## src/design/assert_macros.svh

```systemverilog
// assertion macros for the rtl files, included only by the datapath
`ifndef ASSERT_MACROS_SVH
`define ASSERT_MACROS_SVH

// same-cycle implication, sampled on clk, off while in reset
`define BEM_ASSERT_IMP(lbl, ante, cons, msg) \
	lbl: assert property (@(posedge clk) disable iff (!arst_n) (ante) |-> (cons)) else $error(msg);

// next-cycle implication, sampled on clk, off while in reset
`define BEM_ASSERT_NXT(lbl, ante, cons, msg) \
	lbl: assert property (@(posedge clk) disable iff (!arst_n) (ante) |=> (cons)) else $error(msg);

`endif

```

## src/design/bem_pkg.sv

```systemverilog
// shared types, constants and log table of the byte entropy meter
package bem_pkg;

	localparam int COUNT_BITS_DEF = 24;
	localparam int FRAC_BITS_DEF  = 16;
	localparam int LOG_FRAC       = 24;
	localparam int SEG_BITS       = 5;
	localparam int REM_BITS       = 26;
	localparam int LOG_W          = 30;
	localparam int ENT_W          = 20;
	localparam int CNT_W          = 24;
	localparam int BYTE_W         = 8;
	localparam int M_DATA_W       = 48;
	localparam int BINS           = 256;
	localparam int SEG_N          = 2 ** SEG_BITS;

	typedef logic [LOG_FRAC:0] seg_val_t;
	typedef seg_val_t seg_tab_t [SEG_N+1];

	// log2(1 + i/32) with 24 fraction bits, by repeated squaring
	function automatic seg_val_t seg_log(int unsigned i);
		logic [63:0] y;
		seg_val_t    acc;
		acc = '0;
		if (i >= SEG_N) begin
			acc = seg_val_t'(1) << LOG_FRAC;
		end else begin
			y = (64'd1 << 30) + (64'(i) << 25);
			for (int k = 0; k < LOG_FRAC; k++) begin
				y   = (y * y) >> 30;
				acc = acc << 1;
				if (y >= (64'd1 << 31)) begin
					acc[0] = 1'b1;
					y      = y >> 1;
				end
			end
		end
		return acc;
	endfunction

	function automatic seg_tab_t build_seg_tab();
		seg_tab_t t;
		for (int i = 0; i <= SEG_N; i++) begin
			t[i] = seg_log(i);
		end
		return t;
	endfunction

	localparam seg_tab_t SEG_TAB = build_seg_tab();

	typedef struct packed {
		logic accept;
		logic log_start;
		logic log_sel_n;
		logic ln_load;
		logic idx_clr;
		logic idx_inc;
		logic c_load;
		logic mul_load;
		logic acc_clr;
		logic acc_add;
		logic div_start;
		logic out_load;
		logic clear;
	} bem_cmd_t;

	typedef struct packed {
		logic log_done;
		logic c_zero;
		logic idx_last;
		logic div_done;
		logic out_free;
	} bem_sts_t;

	typedef enum logic [3:0] {
		ST_IDLE,
		ST_DRAIN,
		ST_LOGN_W,
		ST_RD,
		ST_LOAD,
		ST_LOGC_W,
		ST_MUL,
		ST_ACC,
		ST_DIV,
		ST_DIV_W,
		ST_FIN
	} bem_state_t;

endpackage

```

## src/design/bem_ctrl.sv

```systemverilog
// controller: sequences histogram fill and the per-buffer entropy pass
module bem_ctrl (
	input  logic              clk,
	input  logic              arst_n,
	input  logic              in_valid,
	input  logic              in_last,
	output logic              in_ready,
	input  bem_pkg::bem_sts_t sts,
	output bem_pkg::bem_cmd_t cmd
);
	import bem_pkg::*;

	bem_state_t state_q;
	bem_state_t state_d;

	always_ff @(posedge clk or negedge arst_n) begin
		if (!arst_n) begin
			state_q <= ST_IDLE;
		end else begin
			state_q <= state_d;
		end
	end

	always_comb begin
		state_d = state_q;
		unique case (state_q)
			ST_IDLE: begin
				if (in_valid && in_last) state_d = ST_DRAIN;
			end
			ST_DRAIN:  state_d = ST_LOGN_W;
			ST_LOGN_W: begin
				if (sts.log_done) state_d = ST_RD;
			end
			ST_RD:     state_d = ST_LOAD;
			ST_LOAD: begin
				if (!sts.c_zero) state_d = ST_LOGC_W;
				else if (sts.idx_last) state_d = ST_DIV;
				else state_d = ST_RD;
			end
			ST_LOGC_W: begin
				if (sts.log_done) state_d = ST_MUL;
			end
			ST_MUL:    state_d = ST_ACC;
			ST_ACC:    state_d = sts.idx_last ? ST_DIV : ST_RD;
			ST_DIV:    state_d = ST_DIV_W;
			ST_DIV_W: begin
				if (sts.div_done) state_d = ST_FIN;
			end
			ST_FIN: begin
				if (sts.out_free) state_d = ST_IDLE;
			end
			default:   state_d = ST_IDLE;
		endcase
	end

	always_comb begin
		cmd      = '0;
		in_ready = 1'b0;
		unique case (state_q)
			ST_IDLE: begin
				in_ready   = 1'b1;
				cmd.accept = in_valid;
			end
			ST_DRAIN: begin
				cmd.log_start = 1'b1;
				cmd.log_sel_n = 1'b1;
				cmd.idx_clr   = 1'b1;
				cmd.acc_clr   = 1'b1;
			end
			ST_LOGN_W: cmd.ln_load = sts.log_done;
			ST_RD: ;
			ST_LOAD: begin
				cmd.c_load    = 1'b1;
				cmd.log_start = !sts.c_zero;
				cmd.idx_inc   = sts.c_zero;
			end
			ST_LOGC_W: ;
			ST_MUL:    cmd.mul_load = 1'b1;
			ST_ACC: begin
				cmd.acc_add = 1'b1;
				cmd.idx_inc = 1'b1;
			end
			ST_DIV:    cmd.div_start = 1'b1;
			ST_DIV_W: ;
			ST_FIN: begin
				cmd.out_load = sts.out_free;
				cmd.clear    = sts.out_free;
			end
			default: ;
		endcase
	end

endmodule

```

## config.mk

```make
export PLATFORM = sky130hd
export DESIGN_NAME = bem_ctrl
export DESIGN_NICKNAME = d
export VERILOG_FILES = /design/src/design/assert_macros.svh /design/src/design/bem_pkg.sv /design/src/design/bem_ctrl.sv
export SDC_FILE = /design/constraint.sdc
export NUM_CORES = 1
export LEC_CHECK = 0
export BUFFER_PORTS_ARGS = -buffer_cell sky130_fd_sc_hd__buf_2
export CORE_MARGIN = 1.5
export CORE_UTILIZATION = 35
export CTS_CLUSTER_SIZE = 14
export DETAILED_ROUTE_END_ITERATION = 8
export GPL_TIMING_DRIVEN = 0
export HOLD_SLACK_MARGIN = 0.02
export PLACE_DENSITY = 0.64
export SLEW_MARGIN = 15
export SYNTH_ARGS = -nofsm -noshare
export SYNTH_HDL_FRONTEND = slang
export SYNTH_SLANG_ARGS = --single-unit
```

## constraint.sdc

```tcl
create_clock -name clk -period 2.3 [get_ports clk]
set_input_delay 0.575 -clock clk [delete_from_list [all_inputs] [get_ports clk]]
set_output_delay 0.575 -clock clk [all_outputs]
set_load 0.005 [all_outputs]
```

* Word-level counts from Yosys, hierarchy flattened
Cells that the tools add are included.
W data, S select, Z words.
** Storage, ports and cells
- Bits in registers :: 4
- Output and inout bits :: 14
** Cells by class
- Reductions and logical operators :: 4
- Multiplexer cells :: 19
- Equality and inequality tests :: 15
** Operator list (number)
- $pmux W4 S11 :: 1
- $mux W4 :: 7
- $eq A4 B3 Y1 const B :: 4
- $eq A4 B4 Y1 const B :: 3
- $ne A2 B2 Y1 const B :: 5
- $eq A4 B2 Y1 const B :: 2
- $mux W1 :: 8
- $reduce_and A5 Y1 :: 1
- $eq A4 B1 Y1 const B :: 1
- $logic_not A4 Y1 :: 1
- $pmux W1 S2 :: 2
- $mux W2 :: 1
- $logic_and A1 B1 Y1 :: 1
- $logic_not A1 Y1 :: 1

* Longest topological paths before layout
- Depth after elaboration :: 3
- Depth in mapped cells :: 5

* Least setup slack after synthesis
No wires, ideal clock.
- Kind :: register to output
- Start point :: register state_q[2]
- End point :: output port cmd[10] (netlist bit)
- Arrival time :: 1.272 ns
- Setup slack :: 0.453 ns
- Cell stages (with the launch flop) :: 4
- Required time :: 1.725 ns
- Buffers on the path :: 2
- Path through :: dfrtp_1 > buf_2 > nor4b_1 > buf_4
** RTL lines
- from (decl) :: line bem_ctrl.sv:13 : bem_state_t state_q;
- from (signal assigned) :: line bem_ctrl.sv:20 : state_q <= state_d;
- to (decl) :: line bem_ctrl.sv:9 : output bem_pkg::bem_cmd_t cmd

==> metrics.yaml <==
run_status: "completed"
skew_ps: 0.378
largest-register: "state_q"
arrival_ps: 1490
post-synth-top-area-fraction_pct: 20.9
synth_top_family_by_area: "simple AND/OR/NAND/NOR gates"
rsz0062_at_grt: "false"
drtIter0Drc: 12
crit_start: "state_q[2]"
ys_seq_area_share_pct: 20.9
fin_crit_sh_pct: 90.0
cts_hold_buf: 0
yosysWarnings: 0
crit_family: "buffers and inverters"
ys_top_cells_by_count: "a21oi_1, nor3_1, nand2_1"
synth_area_leader_cell: "dfrtp_1"
fin_nets: 100
drtAntennaViolNets: 0
tns_ps: 0
pin_count: 23
gp_congestion: 0.797
overflow: 0
clk_pin_slew_ps: 40
reg2reg_depth: 5
grt_start_max_net_pins: 11
fmax_mhz: 483
initial_core_util_pct: 37.2
cp_max_fo: 10
fin_crit_ps: 2070
synthSimpleGateAreaFrac_pct: 33.5
syn_area_um2: 478
worstMarginPinSlew_ps: 295
synth_fa_ha_area_share_pct: 0
die_w_um: 40.0
powerDensity_nw_per_um2: 1400
ff2ff_setup_slack_ps: 930
grt_pass1_wl_mm: 1.93
cts_buffers: 3
hold_viol: 0
cts_setup_buffers: 0
grt_usage_pct: 17.8
drtPass1Iterations: 4
r2r-end: "state_q[1]"
yosys.cell_types.count: 28
crit_chain: "buf_2 > nor4b_2 > buf_4 > buf_2"
cp.depth: 4
final_cell_area_um2: 636
setup_viol: 0
place.port_buffers: 22
final_core_util_pct: 49.5
place_hpwl_um: 907
cts_tree: "yes"
critPathSlowestCell: "dfrtp_1"
synth_compound_area_share_pct: 26.2
synth.area.top_cells: "dfrtp_1, a21oi_1, nor3_1"
clockBufferDepth: 2
reg.largest.list: "state_q: 4 flops"
dieArea_um2: 1600
relSlewSlack_pct: 80.3
p_leak_nw: 0.337
fp-row-count: 13
cpMostUsedCell: "buf_2"
r2r_start: "state_q[0]"
core_area_um2: 1280
dp_slack_ps: 329
clkSinkCount: 4
vias: 548
crit_type: "reg2out"
hold_class: "in2async"
critical_path.max_stage_delay_ps: 440
fp.dieH_um: 40.0
cts_max_level: 1
path_buf_inv: 3
synth_ff_type: "dfrtp_1"
avgSynthCellArea_um2: 7.47
crit_required_ps: 1730
syn_inst: 64
maxCapViolCount: 0
synthXorXnorAreaFrac_pct: 0
wl_per_cell_um: 11.1
synth_fp_nets: 73
placed_cell_area_um2: 607
drt-total-wl_mm: 1.15
crit_path_start_kind: "register"
syn_to_final_growth_pct: 33.0
ys_seq_elements: 4
cts_resized: 0
via_per_inst: 5.27
largest_reg_flops: 4
diodes: 0
synth.area.mux_share_pct: 3.14
synth_edf_count: 0
setup_ws_ps: 231
antenna_found_initial: 0
critPathCapture: "cmd[8]"
slew_violations: 0
cp-end-kind: "output port"
holdWs_ps: 140
grt_pass1_vias: 462
drive_above_1_share_pct: 41.6
async_flop_share_pct: 100
clock_latency_ps: 230
drc: 0
cts_root_buffer: "clkbuf_4"
peakVddDrop_v: 0.000540
-- metrics by stage --
| step | power [mW] | std cells |
|---|---|---|
| after floorplan | 0.626 | 64 |
| after global placement | 0.798 | 101 |
| after detailed placement | 0.796 | 101 |
| after CTS | 0.888 | 104 |
| after global routing | 0.980 | 104 |
| final | 0.887 | 104 |
-- power breakdown --
part           leakage (nW)  internal [mW]  switching, mW
Combinational         0.272          0.317          0.338
Sequential           0.0503          0.108         0.0390
Clock                0.0138         0.0582         0.0265
-- worst reg2reg max path, stage by stage, from the launching register on --
cell	delay, ps
dfrtp_1	360
buf_6	130
and3b_1	190
o21ai_2	160
nand2_1	100
mux2_4	300
-- placed cells by master (no fill, tap or decap) --
master / count
a2111oi_2: 1
a21o_1: 1
a21oi_1: 6
a31oi_1: 1
a32oi_1: 1
and2_1: 3
and3_1: 2
and3b_1: 1
buf_2: 24
buf_4: 4
buf_6: 2
clkbuf_4: 3
dfrtp_1: 4
inv_1: 4
mux2_4: 1
nand2_1: 5
nand2b_1: 1
nor2_1: 4
nor2b_1: 2
nor3_1: 6
nor3b_1: 3
nor4_1: 1
nor4b_2: 1
o211ai_1: 1
o21ai_0: 2
o21ai_1: 1
o21ai_2: 1
o2bb2ai_1: 2
o31a_1: 1
-- logic make-up after synthesis --
group | Yosys count
buf+inv | 12
compound gates | 18
simple gates | 29
mux | 1
flops | 4
-- how the worst min path moves through the flow --
stage                       from          to  slack, ps  cells past startpoint
after floorplan           arst_n  state_q[0]        280                      0
after global placement    arst_n  state_q[0]        380                      1
after detailed placement  arst_n  state_q[0]        380                      1
after CTS                 arst_n  state_q[0]        130                      1
after global routing      arst_n  state_q[0]        130                      1
final                     arst_n  state_q[1]        140                      1
-- routing by layer --
metal	track usage, %	wire length [um]	vias up
met2	29.4	564	14
li1	-	-	278
met1	23.2	529	256
met5	0	0	-
met4	0	0	0
met3	6.67	58	0
-- layout make-up --
cell class | count | area [um2]
multi-input cells | 48 | 307
flip-flops and latches | 4 | 100
clock buffers | 3 | 22.5
well taps | 15 | 18.8
inverters | 4 | 15.0
repair buffers | 22 | 110
fillers | 131 | 649
plain buffers | 8 | 62.6
(Power assumes the default switching activity.)
